[src/rtl/core/csim_pkg.sv]
// Shared types and constants for the cosine similarity core.
// Used by csim_front, csim_queue, csim_back and cosine_similarity_core.
`timescale 1ns / 1ps
`default_nettype none
package csim_pkg;

  localparam int AccBits  = 48;
  localparam int ElemBits = 16;
  localparam int ProdBits = 2 * AccBits;
  localparam int RemBits  = 128;
  localparam int RootBits = 16;
  localparam int CntBits  = 6;

  localparam logic [CntBits-1:0] MulFirst  = CntBits'(AccBits - 1);
  localparam logic [CntBits-1:0] DivFirst  = CntBits'(2 * RootBits);
  localparam logic [CntBits-1:0] SqrtFirst = CntBits'(RootBits - 1);

  typedef struct packed {
    logic signed [AccBits-1:0] dot;
    logic [AccBits-1:0]        sq_a;
    logic [AccBits-1:0]        sq_b;
  } sums_t;

  typedef struct packed {
    logic full;
    logic empty;
  } q_status_t;

  typedef enum logic [4:0] {
    ST_IDLE = 5'b00001,
    ST_MUL  = 5'b00010,
    ST_DIV  = 5'b00100,
    ST_SQRT = 5'b01000,
    ST_EMIT = 5'b10000
  } back_state_e;

endpackage
`default_nettype wire

[src/rtl/core/csim_queue.sv]
// Two-entry queue of finished sums between the front and back ends.
// Uses csim_pkg.
`timescale 1ns / 1ps
`default_nettype none
module csim_queue
  import csim_pkg::*;
(
  input  wire logic  clk_i,
  input  wire logic  rst_ni,
  input  wire logic  push_i,
  input  wire sums_t push_data_i,
  input  wire logic  pop_i,
  output sums_t      head_o,
  output q_status_t  status_o
);

  sums_t      mem_q [2];
  logic       wr_ptr_q, rd_ptr_q;
  logic [1:0] count_q;

  assign head_o          = mem_q[rd_ptr_q];
  assign status_o.full   = count_q == 2'd2;
  assign status_o.empty  = count_q == 2'd0;

  always_ff @(posedge clk_i) begin
    if (push_i) begin
      mem_q[wr_ptr_q] <= push_data_i;
    end
  end

  always_ff @(posedge clk_i or negedge rst_ni) begin
    if (!rst_ni) begin
      wr_ptr_q <= 1'b0;
      rd_ptr_q <= 1'b0;
      count_q  <= 2'd0;
    end else begin
      if (push_i) begin
        wr_ptr_q <= ~wr_ptr_q;
      end
      if (pop_i) begin
        rd_ptr_q <= ~rd_ptr_q;
      end
      count_q <= count_q + 2'(push_i) - 2'(pop_i);
    end
  end

endmodule
`default_nettype wire

[config.mk]
export PLATFORM = sky130hd
export DESIGN_NAME = csim_queue
export DESIGN_NICKNAME = d
export VERILOG_FILES = /design/src/rtl/core/csim_pkg.sv /design/src/rtl/core/csim_queue.sv
export SDC_FILE = /design/constraint.sdc
export NUM_CORES = 1
export LEC_CHECK = 0
export ABC_AREA = 1
export BUFFER_PORTS_ARGS = -buffer_cell sky130_fd_sc_hd__buf_4
export CAP_MARGIN = 20
export CORE_MARGIN = 2
export CORE_UTILIZATION = 47
export DETAILED_ROUTE_END_ITERATION = 10
export PLACE_DENSITY = 0.82
export SYNTH_ARGS = -nofsm -noshare
export SYNTH_HDL_FRONTEND = slang
export SYNTH_SLANG_ARGS = --single-unit
[constraint.sdc]
create_clock -name clk_i -period 6.93 [get_ports clk_i]
set_clock_uncertainty 0.05 [all_clocks]
set_input_delay 1.7325 -clock clk_i [delete_from_list [all_inputs] [get_ports clk_i]]
set_output_delay 1.7325 -clock clk_i [all_outputs]
set_load 0.03 [all_outputs]
==> results.yml <==
final_layout:
  fin_nets: 1225
  fin_area_sq_mm: 0.0145
  final_layout_size_suffix_gt1_share_pct: 33.7
  num-fill-cells: 1749
  regArea_sq_mm: 0.00875
  multi_input_area_sq_mm: 0.00143
  synthToLayoutAreaGrowth_pct: 31.3
floorplanning:
  die_h_um: 157
  rows: 56
  floorplan.die_area_sq_mm: 0.0247
  coreArea_sq_mm: 0.0233
  start_util_pct: 47.4
  fp.dieW_um: 157
  floorplan.io_pins: 294
setup_path:
  r2r_setup_slack_ns: 4.59
  cpPeakStageDelay_ns: 0.90
  startpoint_type: "flip-flop"
  cpMostUsedCell: "buf_4"
  path_max_fanout: 88
  cp.arrival_ns: 2.68
  crit_chain: "buf_4 -> nand2_1 -> o21ai_0 -> buf_4"
  cp-end-kind: "output port"
  crit_type: "reg -> out"
  critPathSlowestCell: "dfrtp_4"
  cp_data_required_time_ns: 5.15
logic_synthesis:
  netlist_instances: 777
  yosysUniqueCellTypes: 14
  avgSynthCellArea_sq_um: 14.2
  synth-main-ff-cell: "edfxtp_1"
  synth_area_leaders: "edfxtp_1 78%, inv_1 5.1%, nand2_1 5.1%, o21ai_0 3.5%, buf_6 2.4%"
  synth_edf_count: 288
  synth_common_cells: "288 x edfxtp_1, 151 x inv_1, 150 x nand2_1"
  ys_warn_count: 0
  yosysTopAreaCell: "edfxtp_1"
  ys_ff_latch: 292
  async_flop_share_pct: 1.37
  synth_most_common_cell: "edfxtp_1"
  netlist_area_sq_mm: 0.0110
  yosysTopAreaCellShare_pct: 78.4
  syn_nets: 927
  synth_seq_area_share_pct: 79.3
global_routing:
  grt_max_degree: 128
  overflow: 0
  grt_usage_pct: 17.0
  grt_pass1_vias: 6469
  grt_antenna_before_repair: 1
  grt_pass1_wl_um: 32800
sta:
  worst_slack_ns: 2.47
  rsz0062_at_grt: "false"
  timing.fmax_mhz: 224
  holdWs_ns: 0.511
  finalMaxSlewViolations: 0
  worstMarginPinSlew_ns: 1.04
  min_period_over_period_pct: 64.4
  setup_viol: 0
  relSlewSlack_pct: 30.8
  hold_viol: 0
  fin_crit_ns: 4.46
  fin_tns_setup_ns: 0
clock_network:
  ctsLongestPathBuffers: 3
  numClockSinks: 292
  post_cts_resized: 0
  insertion_delay_ns: 0.54
  cts_hold_buffers: 0
  cts_inserted_buffers: 30
  htreeDepth: 1
  cts_tree: "built"
  clk_pin_slew_ns: 0.06
  post_cts_buffers: 0
  cts_root_buf: "clkbuf_16"
placement:
  place_hpwl_um: 14600
  dpl-instance-area_sq_mm: 0.0134
  gp_routability_congestion: 0.754
  numPortBuffers: 293
  pre_cts_slack_ns: 3.07
detailed_routing:
  vias_per_cell: 4.63
  ant_nets: 0
  first_iter_violations: 468
  routed_wl_um: 22300
  drt_first_pass_iters: 4
  vias: 6563
  drc_errors: 0
  wire_per_inst_um: 15.7
power_and_ir_drop:
  total_power_uw: 6730
  peakVddDrop_v: 0.000339
  p_per_area_mw_per_mm2: 464
  leakagePower_uw: 0.00612
run:
  drv_cap: 0
run_status:
  outcome: "finished clean"
hold_path:
  hold_path.class: "reg -> reg"
-- registers in the layout, summed over array words and instances, names as in the netlist --
name      cells
count_q       2
mem_q       288
rd_ptr_q      1
wr_ptr_q      1
-- power breakdown --
group	leakage [uW]	total, uW	switching, uW	internal, uW
sequential	0.00275	2500	146	2350
clock	0.000532	1730	632	1090
combinational	0.00284	2510	1710	798
total	0.00612	6730	2490	4240
-- area by class of cell --
type | count | share of cell area (%)
Antenna cell | 1 | 0.0173
Timing Repair Buffer | 298 | 15.5
Tap cell | 319 | 2.75
Clock inverter | 19 | 1.87
Multi-Input combinational cell | 302 | 9.84
Sequential cell | 292 | 60.4
Clock buffer | 37 | 5.65
Inverter | 151 | 3.95
-- path summary, 6_finish.rpt --
| path | start | endpoint | cells after the start |
|---|---|---|---|
| worst max-delay path | rd_ptr_q | head_o[35] | 4 |
| max in group asynchronous | rst_ni | rd_ptr_q | 1 |
| worst min register to register | wr_ptr_q | wr_ptr_q | 1 |
| worst max register to register | wr_ptr_q | mem_q[1][27] | 3 |
| min in group asynchronous | rst_ni | rd_ptr_q | 1 |
| worst min-delay path | wr_ptr_q | wr_ptr_q | 1 |
-- logic make-up (layout without fill, tap and decap cells) --
family                     after synthesis  after routing  share of synthesized area [%]
and+or+nand+nor                        154            154                           5.25
buffers and inverters                  183            505                           7.89
other                                    0              1                              0
DFF                                    292            292                           79.3
xor gates and xnor gates                 2              2                          0.159
adders and majority gates                2              2                          0.227
AOI/OAI and AO/OA                      144            144                           7.21
-- metrics by stage --
stage / util (%) / instances
after floorplan: - / 777
after global placement: 57.6 / 1362
after detailed placement: 57.6 / 1362
after CTS: 62.3 / 1418
after global routing: 62.3 / 1419
final: 62.3 / 1419
-- worst max-delay path, delay by kind of cell, from the launching register on --
kind	cells	cell delay, ns
AOI/OAI and AO/OA	1	0.13
buffers and inverters	2	0.86
DFF	1	0.90
and+or+nand+nor	1	0.16
-- cell usage in the layout, fill, tap and decap left out, types with 2 or more instances in the layout --
| cell | netlist | routed |
|---|---|---|
| buf_4 | 1 | 297 |
| clkinv_2 | 0 | 7 |
| edfxtp_1 | 288 | 288 |
| inv_1 | 151 | 150 |
| o21ai_1 | 46 | 46 |
| clkinvlp_4 | 0 | 2 |
| ha_1 | 2 | 2 |
| o21ai_2 | 20 | 20 |
| o21ai_0 | 78 | 78 |
| dfrtp_1 | 4 | 3 |
| clkbuf_8 | 0 | 2 |
| xor2_1 | 2 | 2 |
| nor2_1 | 3 | 2 |
| clkbuf_16 | 0 | 31 |
| nand2_1 | 150 | 150 |
| clkinv_1 | 0 | 3 |
| bufinv_16 | 0 | 7 |
| clkbuf_1 | 7 | 4 |
-- metal layers --
metal	up-vias	global-route usage (%)	wire length, um
li1	3227	-	-
met1	3042	19.2	8380
met2	234	30.3	11300
met3	60	5.12	1790
met4	0	6.32	737
met5	-	0	0
Power figures use the tool's default switching activity.
