## config.mk

```make
export PLATFORM = sky130hd
export DESIGN_NAME = csim_front
export DESIGN_NICKNAME = d
export VERILOG_FILES = /design/src/rtl/core/csim_pkg.sv /design/src/rtl/core/csim_front.sv
export SDC_FILE = /design/constraint.sdc
export NUM_CORES = 2
export LEC_CHECK = 0
export ABC_AREA = 1
export BUFFER_PORTS_ARGS = -buffer_cell sky130_fd_sc_hd__buf_2
export CORE_UTILIZATION = 60
export CTS_CLUSTER_DIAMETER = 50
export DETAILED_ROUTE_END_ITERATION = 12
export PLACE_DENSITY = 0.85
export SYNTH_ARGS = -nofsm -noshare
export SYNTH_HDL_FRONTEND = slang
export SYNTH_SLANG_ARGS = --single-unit
```

## constraint.sdc

```tcl
create_clock -name clk_i -period 9.1 [get_ports clk_i]
set_input_delay 0.455 -clock clk_i [delete_from_list [all_inputs] [get_ports clk_i]]
set_output_delay 0.455 -clock clk_i [all_outputs]
set_load 0.01 [all_outputs]
```

## src/rtl/core/csim_pkg.sv

```systemverilog
// Shared types and constants for the cosine similarity core.
// Used by csim_front, csim_queue, csim_back and cosine_similarity_core.
`timescale 1ns / 1ps
`default_nettype none
package csim_pkg;

  localparam int AccBits  = 48;
  localparam int ElemBits = 16;
  localparam int ProdBits = 2 * AccBits;
  localparam int RemBits  = 128;
  localparam int RootBits = 16;
  localparam int CntBits  = 6;

  localparam logic [CntBits-1:0] MulFirst  = CntBits'(AccBits - 1);
  localparam logic [CntBits-1:0] DivFirst  = CntBits'(2 * RootBits);
  localparam logic [CntBits-1:0] SqrtFirst = CntBits'(RootBits - 1);

  typedef struct packed {
    logic signed [AccBits-1:0] dot;
    logic [AccBits-1:0]        sq_a;
    logic [AccBits-1:0]        sq_b;
  } sums_t;

  typedef struct packed {
    logic full;
    logic empty;
  } q_status_t;

  typedef enum logic [4:0] {
    ST_IDLE = 5'b00001,
    ST_MUL  = 5'b00010,
    ST_DIV  = 5'b00100,
    ST_SQRT = 5'b01000,
    ST_EMIT = 5'b10000
  } back_state_e;

endpackage
`default_nettype wire

```

## src/rtl/core/csim_front.sv

```systemverilog
// Front end: accepts element pairs and keeps the three saturating sums.
// Pushes the finished sums into the queue on the last pair. Uses csim_pkg.
`timescale 1ns / 1ps
`default_nettype none
module csim_front
  import csim_pkg::*;
(
  input  wire logic                       clk_i,
  input  wire logic                       rst_ni,
  input  wire logic signed [ElemBits-1:0] elem_a_i,
  input  wire logic signed [ElemBits-1:0] elem_b_i,
  input  wire logic                       last_i,
  input  wire logic                       in_valid_i,
  output logic                            in_stall_o,
  input  wire q_status_t                  q_status_i,
  output logic                            push_o,
  output sums_t                           push_data_o
);

  function automatic logic signed [AccBits-1:0] sat_add(
    input logic signed [AccBits-1:0]    acc,
    input logic signed [2*ElemBits-1:0] term
  );
    logic signed [AccBits:0] s;
    logic signed [AccBits-1:0] r;
    s = {acc[AccBits-1], acc} + (AccBits+1)'(term);
    if (s[AccBits] != s[AccBits-1]) begin
      r = s[AccBits] ? {1'b1, {(AccBits-1){1'b0}}} : {1'b0, {(AccBits-1){1'b1}}};
    end else begin
      r = s[AccBits-1:0];
    end
    return r;
  endfunction

  sums_t sums_q, sums_d;
  logic signed [2*ElemBits-1:0] p_ab, p_aa, p_bb;
  logic accept;

  assign in_stall_o = q_status_i.full;
  assign accept     = in_valid_i && !in_stall_o;

  assign p_ab = elem_a_i * elem_b_i;
  assign p_aa = elem_a_i * elem_a_i;
  assign p_bb = elem_b_i * elem_b_i;

  always_comb begin
    sums_d.dot  = sat_add(sums_q.dot, p_ab);
    sums_d.sq_a = sat_add(sums_q.sq_a, p_aa);
    sums_d.sq_b = sat_add(sums_q.sq_b, p_bb);
  end

  assign push_o      = accept && last_i;
  assign push_data_o = sums_d;

  always_ff @(posedge clk_i or negedge rst_ni) begin
    if (!rst_ni) begin
      sums_q <= '0;
    end else if (accept) begin
      sums_q <= last_i ? '0 : sums_d;
    end
  end

endmodule
`default_nettype wire

```

==> flow_metrics.py <==
metrics = {
    "status": {
        "status": "finished, final reports clean",
    },
    "finish": {
        "mostFrequentLayoutCells": "inv_1 (1853), nand2_1 (1722), fa_1 (1033)",
        "reg_top3": "sums_q (144)",
        "nets": 8188,
        "top_register": "sums_q",
        "largest_register_ffs": 144,
        "layout-drive-gt1-share_pct": 7.64,
        "syn_to_final_growth_pct": 5.17,
        "layout_commonest_cell": "inv_1",
        "n_fill_cell": 7046,
        "fin_area_um2": 53700,
    },
    "logic_synthesis": {
        "yosys_register_bits": 144,
        "yosysSeqAreaShare_pct": 7.05,
        "synth_top_area_cell": "fa_1",
        "syn_nets": 8086,
        "synth_largest_type_area_fraction_pct": 40.6,
        "yosysWarnings": 0,
        "ys_top_cells_by_area": "fa_1 (41%), inv_1 (14%), nand2_1 (13%), ha_1 (11%), dfrtp_1 (7.1%)",
        "syn_inst": 6575,
        "yosysUniqueCellTypes": 45,
        "synth_area_per_cell_um2": 7.77,
        "syn_area_um2": 51100,
    },
    "timing": {
        "skew_ns": 0.0146,
        "setup_viol": 0,
        "fin_crit_sh_pct": 94.8,
        "slew_violations": 0,
        "fin_tns_setup_ns": 0,
        "tightest_slew_ns": 1.12,
        "fmax_mhz": 116,
        "rsz0062_at_grt": "false",
        "hold_violations": 0,
        "relSlewSlack_pct": 24.5,
        "min_period_ns": 8.63,
        "whs_ns": 0.338,
    },
    "floorplan": {
        "io_pins": 184,
        "die_y_um": 294,
        "die_w_um": 294,
        "num_rows": 106,
        "initial_core_util_pct": 60.9,
        "core_um2": 84000,
        "dieArea_um2": 86300,
    },
    "worst_setup_path": {
        "critical_path_arrival_ns": 8.17,
        "critPathSlowestCell": "fa_1",
        "critPathRequiredTime_ns": 8.65,
        "cpPeakStageDelay_ns": 0.86,
        "cp-end-kind": "primary output",
        "worst-path-max-fanout": 26,
        "rrSetupSlack_ns": 2.69,
        "cp-start-kind": "input port",
        "critPathKind": "input port to primary output",
    },
    "route": {
        "drt_pass1_iterations": 6,
        "ant_nets": 0,
        "drt_iter0_drc": 3182,
        "viasPerCell": 5.32,
        "postRouteWirelength_mm": 142,
        "drc_errors": 0,
        "wl_per_cell_um": 18.1,
        "num_vias": 41627,
    },
    "clocking": {
        "clock_path_buffers": 2,
        "cts_root_buf": "clkbuf_16",
        "cts_max_level": 4,
        "ctsResizeCount": 0,
        "cts_made_buffers": 17,
        "worstSkewPairLatency_ns": 0.54,
        "cts_tree": "yes",
        "clock_sinks": 144,
        "clkTransAtPathRegs_ns": 0.07,
        "holdBufCountCts": 1,
        "post_cts_buffers": 0,
    },
    "run": {
        "cap_viol_max_count": 0,
    },
    "global_route": {
        "grt_pass1_wl_mm": 231,
        "grt_start_max_net_pins": 83,
        "grt.busiest_layer": "met2",
        "antenna_found_initial": 3,
        "use_met1_pct": 45.0,
        "grt_util_met3_pct": 5.05,
        "grtUsageTotal_pct": 34.5,
        "met2_usage_pct": 57.9,
        "overflow": 0,
        "grt_pass1_vias": 44798,
    },
    "hold_path": {
        "hold_path_class": "input port to flip-flop",
    },
    "placement": {
        "port_buffers": 182,
        "dpl.hpwl_mm": 120,
        "place_area_um2": 53100,
        "place.gp.congestion": 1.01,
    },
}
==> synthesized netlist by cell type, drive strengths merged <==
cell type     n
o21ai       128
a31oi         5
a21o         10
dfrtp       144
nand2      1844
a21oi       182
inv        1871
fa         1035
nor4          3
nor3         23
o21a          3
nand4        48
xor2         43
xnor2        43
clkbuf      129
nand3b       11
a31o          4
nor2        337
o21bai       33
ha          438
and3          6
or2          26
buf          38
nand3       155
and2          8
a21boi        8
==> worst max-delay path: cells and delay by family <==
family / cells / cell delay (ns)
and+or+nand+nor: 10 / 1.42
buffers and inverters: 9 / 1.47
adders and majority gates: 7 / 4.28
AOI/OAI and AO/OA: 2 / 0.51
==> path summary, 6_finish.rpt <==
kind / startpoint / end / depth (start not counted)
setup / recovery: elem_a_i[15] / push_data_o[138] / 28
hold / removal: last_i / sums_q[35] / 4
setup reg to reg: sums_q[63] / sums_q[81] / 27
hold reg to reg: sums_q[111] / sums_q[111] / 2
max in group asynchronous: rst_ni / sums_q[87] / 3
min in group asynchronous: rst_ni / sums_q[53] / 2
==> metrics by stage <==
step / std cells / worst slack (ns) / util, %
after floorplan: 6575 / 0.956 / -
after global placement: 7791 / 0.646 / 63.3
after detailed placement: 7791 / 0.528 / 63.3
after CTS: 7824 / 0.500 / 64.0
after global routing: 7824 / 0.0666 / 64.0
final: 7829 / 0.474 / 64.0
==> final cells by class <==
type,instances,area (um2),area share (%)
sequential,144,3600,6.71
multi-input combinational,4393,39600,73.7
clock buffer,18,439,0.817
timing repair buffer,250,1490,2.78
clock inverter,14,146,0.272
antenna,5,12.5,0.0233
tap,1134,1420,2.64
inverter,1871,7030,13.1
==> kinds of logic (layout without fill, tap and decap cells) <==
family                     after synthesis  in the layout  share of synthesized area [%]
AOI/OAI and AO/OA                      373            373                           4.12
xor gates and xnor gates                86             86                           1.47
adders and majority gates             1473           1473                           51.3
buffers and inverters                 2038           2153                           15.5
DFF                                    144            144                           7.05
other                                    0              5                              0
and+or+nand+nor                       2461           2461                           20.6
==> routing by layer <==
layer	up-vias	share of wire (%)
li1	19140	-
met1	20457	40
met2	1698	48
met3	328	7.5
met4	4	4.0
met5	-	0.020
Power is not shown: default switching activity piles up to over one toggle a cycle in this logic, so the estimate is an artifact.
