## config.mk

```make
export PLATFORM = sky130hd
export DESIGN_NAME = csim_back
export DESIGN_NICKNAME = d
export VERILOG_FILES = /design/src/rtl/core/csim_pkg.sv /design/src/rtl/core/csim_back.sv
export SDC_FILE = /design/constraint.sdc
export NUM_CORES = 2
export LEC_CHECK = 0
export BUFFER_PORTS_ARGS = -buffer_cell sky130_fd_sc_hd__clkbuf_2
export CORE_UTILIZATION = 45
export DETAILED_ROUTE_END_ITERATION = 12
export PLACE_DENSITY = 0.71
export SETUP_SLACK_MARGIN = 0.02
export SYNTH_ARGS = -nofsm -noshare
export SYNTH_HDL_FRONTEND = slang
export SYNTH_SLANG_ARGS = --single-unit
```

## constraint.sdc

```tcl
create_clock -name clk_i -period 16 [get_ports clk_i]
set_input_delay 2.4 -clock clk_i [delete_from_list [all_inputs] [get_ports clk_i]]
set_output_delay 2.4 -clock clk_i [all_outputs]
set_load 0.005 [all_outputs]
```

## src/rtl/core/csim_pkg.sv

```systemverilog
// Shared types and constants for the cosine similarity core.
// Used by csim_front, csim_queue, csim_back and cosine_similarity_core.
`timescale 1ns / 1ps
`default_nettype none
package csim_pkg;

  localparam int AccBits  = 48;
  localparam int ElemBits = 16;
  localparam int ProdBits = 2 * AccBits;
  localparam int RemBits  = 128;
  localparam int RootBits = 16;
  localparam int CntBits  = 6;

  localparam logic [CntBits-1:0] MulFirst  = CntBits'(AccBits - 1);
  localparam logic [CntBits-1:0] DivFirst  = CntBits'(2 * RootBits);
  localparam logic [CntBits-1:0] SqrtFirst = CntBits'(RootBits - 1);

  typedef struct packed {
    logic signed [AccBits-1:0] dot;
    logic [AccBits-1:0]        sq_a;
    logic [AccBits-1:0]        sq_b;
  } sums_t;

  typedef struct packed {
    logic full;
    logic empty;
  } q_status_t;

  typedef enum logic [4:0] {
    ST_IDLE = 5'b00001,
    ST_MUL  = 5'b00010,
    ST_DIV  = 5'b00100,
    ST_SQRT = 5'b01000,
    ST_EMIT = 5'b10000
  } back_state_e;

endpackage
`default_nettype wire

```

## src/rtl/core/csim_back.sv

```systemverilog
// Back end: shift-add products, restoring divide and bit-serial square root.
// Holds the result in an output register. Uses csim_pkg.
`timescale 1ns / 1ps
`default_nettype none
module csim_back
  import csim_pkg::*;
(
  input  wire logic         clk_i,
  input  wire logic         rst_ni,
  input  wire sums_t        head_i,
  input  wire q_status_t    q_status_i,
  output logic              pop_o,
  output logic signed [15:0] cosine_value_o,
  output logic              zero_length_o,
  output logic              out_valid_o,
  input  wire logic         out_stall_i
);

  function automatic logic [15:0] encode(input logic neg, input logic [RootBits-1:0] q);
    logic [15:0] r;
    if (neg) begin
      r = q[RootBits-1] ? 16'h8000 : 16'(-q);
    end else begin
      r = q[RootBits-1] ? 16'h7FFF : q;
    end
    return r;
  endfunction

  back_state_e state_q;
  logic [CntBits-1:0] cnt_q;
  logic out_valid_q, out_valid_d;
  logic [15:0] cos_q;
  logic zero_out_q;

  logic neg_q, zero_q;
  logic [AccBits-1:0] mag_q, sa_q, sb_q;
  logic [ProdBits-1:0] dd_q, p_q;
  logic [RemBits-1:0] rem_q, dv_q;
  logic [2*RootBits-1:0] y_q;
  logic [RootBits-1:0] root_q;
  logic [15:0] res_q;

  logic [ProdBits-1:0] mul_dd_d, mul_p_d;
  logic div_ge;
  logic [RemBits-1:0] div_diff;
  logic [RootBits-1:0] sq_cand, root_d;
  logic [2*RootBits-1:0] sq_sq;
  logic out_free, head_zero;

  assign mul_dd_d = {dd_q[ProdBits-2:0], 1'b0}
                  + (mag_q[cnt_q] ? {{AccBits{1'b0}}, mag_q} : '0);
  assign mul_p_d  = {p_q[ProdBits-2:0], 1'b0}
                  + (sb_q[cnt_q] ? {{AccBits{1'b0}}, sa_q} : '0);
  assign div_ge   = rem_q >= dv_q;
  assign div_diff = rem_q - dv_q;
  assign sq_cand  = root_q | (RootBits'(1) << cnt_q[3:0]);
  assign sq_sq    = sq_cand * sq_cand;
  assign root_d   = (sq_sq <= y_q) ? sq_cand : root_q;

  assign out_free  = !out_valid_q || !out_stall_i;
  assign head_zero = (head_i.sq_a == '0) || (head_i.sq_b == '0);
  assign pop_o     = (state_q == ST_IDLE) && !q_status_i.empty;

  assign cosine_value_o = cos_q;
  assign zero_length_o  = zero_out_q;
  assign out_valid_o    = out_valid_q;

  always_comb begin
    out_valid_d = out_valid_q;
    if (!out_stall_i) begin
      out_valid_d = 1'b0;
    end
    if ((state_q == ST_EMIT) && out_free) begin
      out_valid_d = 1'b1;
    end
  end

  always_ff @(posedge clk_i) begin
    case (state_q)
      ST_IDLE: begin
        if (!q_status_i.empty) begin
          neg_q  <= head_i.dot[AccBits-1];
          mag_q  <= head_i.dot[AccBits-1] ? AccBits'(-head_i.dot) : head_i.dot;
          sa_q   <= head_i.sq_a;
          sb_q   <= head_i.sq_b;
          dd_q   <= '0;
          p_q    <= '0;
          res_q  <= '0;
          zero_q <= 1'b1;
        end
      end
      ST_MUL: begin
        dd_q   <= mul_dd_d;
        p_q    <= mul_p_d;
        zero_q <= 1'b0;
        if (cnt_q == '0) begin
          rem_q <= {2'b00, mul_dd_d, 30'b0};
          dv_q  <= {mul_p_d, 32'b0};
          y_q   <= '0;
        end
      end
      ST_DIV: begin
        dv_q <= dv_q >> 1;
        if (cnt_q == DivFirst) begin
          if (div_ge) begin
            res_q <= encode(neg_q, {RootBits{1'b1}});
          end
        end else begin
          if (div_ge) begin
            rem_q <= div_diff;
          end
          y_q <= {y_q[2*RootBits-2:0], div_ge};
        end
        if (cnt_q == '0) begin
          root_q <= '0;
        end
      end
      ST_SQRT: begin
        root_q <= root_d;
        if (cnt_q == '0) begin
          res_q <= encode(neg_q, root_d);
        end
      end
      ST_EMIT: begin
        if (out_free) begin
          cos_q      <= res_q;
          zero_out_q <= zero_q;
        end
      end
      default: begin
      end
    endcase
  end

  always_ff @(posedge clk_i or negedge rst_ni) begin
    if (!rst_ni) begin
      state_q     <= ST_IDLE;
      cnt_q       <= '0;
      out_valid_q <= 1'b0;
    end else begin
      out_valid_q <= out_valid_d;
      case (state_q)
        ST_IDLE: begin
          if (!q_status_i.empty) begin
            if (head_zero) begin
              state_q <= ST_EMIT;
            end else begin
              cnt_q   <= MulFirst;
              state_q <= ST_MUL;
            end
          end
        end
        ST_MUL: begin
          if (cnt_q == '0) begin
            cnt_q   <= DivFirst;
            state_q <= ST_DIV;
          end else begin
            cnt_q <= cnt_q - 1'b1;
          end
        end
        ST_DIV: begin
          if (cnt_q == DivFirst && div_ge) begin
            state_q <= ST_EMIT;
          end else if (cnt_q == '0) begin
            cnt_q   <= SqrtFirst;
            state_q <= ST_SQRT;
          end else begin
            cnt_q <= cnt_q - 1'b1;
          end
        end
        ST_SQRT: begin
          if (cnt_q == '0) begin
            state_q <= ST_EMIT;
          end else begin
            cnt_q <= cnt_q - 1'b1;
          end
        end
        ST_EMIT: begin
          if (out_free) begin
            state_q <= ST_IDLE;
          end
        end
        default: begin
          state_q <= ST_IDLE;
        end
      endcase
    end
  end

endmodule
`default_nettype wire

```

==> impl_metrics.json <==
{
  "run_status": "complete, no violations",
  "h-tree-depth": 3,
  "hold_depth": 0,
  "cpPeakStageDelay_ns": 0.96,
  "worstPathRequired_ns": 16.38,
  "die_h_microns": 339,
  "wl_per_cell_microns": 18.1,
  "reg2regPathDepth": 38,
  "grt_max_degree": 230,
  "ff2ff_setup_slack_ns": 3.01,
  "path_clk_slew_ns": 0.06,
  "syn_nets": 6079,
  "layout.nets": 6103,
  "drcViolationCount": 0,
  "synth_top_cell_area_share": 0.395,
  "m1WireLength_microns": 54800,
  "slew_headroom": 0.226,
  "critPathBufInv": 4,
  "ys_ff_latch": 685,
  "gp_congestion": 0.934,
  "ys_seq_area_frac": 0.401,
  "fin_crit_ns": 12.99,
  "grt_pass1_vias": 39017,
  "clock-sinks": 685,
  "p_comb_frac": 0.522,
  "fin_crit_sh": 0.812,
  "hp-class": "register to register",
  "gr-usage-all-layers": 0.216,
  "synth_edf_count": 673,
  "numCtsBuffers": 78,
  "ios": 168,
  "pwr-share-clk": 0.195,
  "core_sq_um": 113000,
  "critPathKind": "register to register",
  "ctsHoldBuffers": 0,
  "synth_warnings": 0,
  "netlist_area_sq_um": 51100,
  "io_buffers": 166,
  "p_seq_frac": 0.283,
  "netlist_top_cells_area": "edfxtp_1, ha_1, fa_1",
  "whs_ns": 0.419,
  "cp.arrival_ns": 13.37,
  "critical_path_cell_count": 38,
  "drt_iter0_markers": 3300,
  "synth_top_flop_cell": "edfxtp_1",
  "drive_gt1_frac": 0.0734,
  "fillers": 10454,
  "switchingPower_uw": 3890,
  "report.final.slew_viol_count": 0,
  "dr_wl_met2_microns": 60800,
  "worst_slew_pin_slew_ns": 1.13,
  "rsz0062_at_grt": "no",
  "synth_common_cells": "edfxtp_1, nor2_1, inv_1",
  "area_growth_pct": 9.14,
  "dp_hpwl_microns": 95100,
  "cts_setup_buffers": 0,
  "grt_pass1_wl_microns": 202000,
  "vias": 39691,
  "yosys.area.top_type": "edfxtp_1",
  "syn_inst": 5406,
  "initial_core_util": 0.454,
  "switching_share": 0.424,
  "viasPerCell": 5.68,
  "syn-mean-instance-area_sq_um": 9.46,
  "p_int_uw": 5290,
  "antenna_found_initial": 6,
  "antenna_left": 0,
  "routed_wirelength_microns": 126000,
  "clk_path_buf_depth": 3,
  "ctsResizeCount": 0,
  "crit_path_end_kind": "register",
  "die_area_sq_um": 115000,
  "leakagePower_uw": 0.0228,
  "hold_viol": 0,
  "gr-total-overflow": 0,
  "die_w_microns": 339,
  "ys_async_sr_fraction": 0.0175,
  "fin_skew_ns": 0.0338,
  "yosysMostFrequentCell": "edfxtp_1",
  "cp_top_family": "compound AO/OA/AOI/OAI gates",
  "setup_violations": 0,
  "clk_latency_ns": 0.66,
  "drv_cap": 0,
  "cts_root_buf": "clkbuf_16",
  "setup_tns_ns": 0,
  "powerDensity_nw_per_um2": 164,
  "cp_max_fo": 29,
  "cp_common_cell": "fa_1",
  "dr_wl_met3_microns": 6820,
  "cp-start-kind": "register",
  "ys_types": 91,
  "ir_worst_vdd_uv": 215,
  "firstDrtPassIters": 8,
  "num_rows": 123,
  "cpMaxStageDelayCell": "o21ai_1",
  "fmax_ghz": 0.0770,
  "cts_tree": "built",
  "top_layer": "met5"
}
worst reg2reg max path: cells and delay by family, from the launching register on:
kind,cells,cell delay [ns]
AO/OA/AOI/OAI,17,5.63
adder cells (fa/ha/maj),9,4.22
AND/OR/NAND/NOR,7,1.44
buffers and inverters,4,1.03
flip-flops,1,0.35
XOR/XNOR,1,0.09
worst paths after layout:
kind	startpoint	end
min in group asynchronous	rst_ni	state_q[2]$_DFFE_PN0P_
max reg2reg	cnt_q[0]$_DFFE_PN0P_	res_q[7]$_DFFE_PP_
min reg2reg	res_q[12]$_DFFE_PP_	cosine_value_o[12]$_DFFE_PP_
max in group asynchronous	rst_ni	state_q[0]$_DFFE_PN1P_
max	cnt_q[0]$_DFFE_PN0P_	res_q[7]$_DFFE_PP_
min	res_q[12]$_DFFE_PP_	cosine_value_o[12]$_DFFE_PP_
flip-flops by register name, summed over array words and instances, names as in the netlist, 16 cells and up:
name	count
y_q	32
sa_q	48
root_q	16
mag_q	48
rem_q	128
sb_q	48
dv_q	128
res_q	16
p_q	95
cosine_value_o	16
dd_q	95
cell families after synthesis:
family | after synthesis | share of synthesized area
buffers and inverters | 751 | 0.0554
and+or+nand+nor | 1745 | 0.158
muxes | 43 | 0.0158
DFF | 685 | 0.401
AOI/OAI and AO/OA | 1273 | 0.151
adders and majority gates | 525 | 0.153
xor gates and xnor gates | 384 | 0.0658
through the flow:
step / std cells / instance area, sq um / worst slack [ns] / utilization / power [uW]
after global placement: 6850 / 53300 / 3.33 / 0.473 / 7290
after detailed placement: 6850 / 53300 / 3.16 / 0.473 / 7390
final: 6993 / 55800 / 3.01 / 0.495 / 9170
after CTS: 6992 / 55800 / 3.11 / 0.495 / 9210
after global routing: 6992 / 55800 / 2.37 / 0.495 / 9830
after floorplan: 5406 / 51100 / 2.08 / - / 6200
cell usage in the layout (no fill, tap or decap), types with 13 or more instances in the layout:
master	Yosys	final
nand3_1	93	93
clkbuf_16	0	79
edfxtp_1	673	673
nand2_1	430	430
fa_1	165	165
o21ai_0	315	310
xor2_1	147	147
o211ai_1	17	17
inv_1	483	483
or3_1	18	18
or2_2	13	13
clkinv_1	7	20
mux2i_1	13	13
and3_1	44	44
a21oi_1	467	465
and4_1	15	15
and2_1	122	122
nor3_1	61	61
xnor2_1	237	237
ha_1	359	359
nor2b_1	28	28
buf_4	1	36
clkbuf_1	242	17
o22ai_1	13	13
nand2b_1	38	38
nor4_1	43	43
o21bai_1	64	64
clkbuf_2	1	166
nand4_1	137	137
mux4_2	30	30
o31ai_1	41	41
nor2_1	666	665
o21a_1	35	35
a21o_1	147	147
a31oi_1	32	32
a211oi_1	19	19
layout make-up:
cell class | instances | area [sq um] | area share
well taps | 1500 | 1880 | 0.0336
clock buffers | 99 | 2080 | 0.0373
flip-flops and latches | 685 | 20500 | 0.368
repair buffers | 204 | 1140 | 0.0204
inverters | 491 | 1850 | 0.0331
clock inverters | 43 | 452 | 0.00809
multi-input cells | 3970 | 27900 | 0.500
diodes | 1 | 2.50 | 0.0000448
power groups by stage:
stage	clock (uW)	sequential (uW)	combinational [uW]
6_report	1790	2600	4790
5_1_grt	1890	2620	5330
4_1_cts	1820	2590	4790
3_5_place_dp	0	2630	4760
3_3_place_gp	0	2620	4680
2_1_floorplan	0	2700	3510
metal layers:
metal | global-route usage | up-vias
li1 | - | 19151
met1 | 0.284 | 19220
met2 | 0.369 | 1100
met3 | 0.0275 | 212
met4 | 0.0737 | 8
met5 | 0 | -
Note: power is estimated with default switching activity, not from simulation.
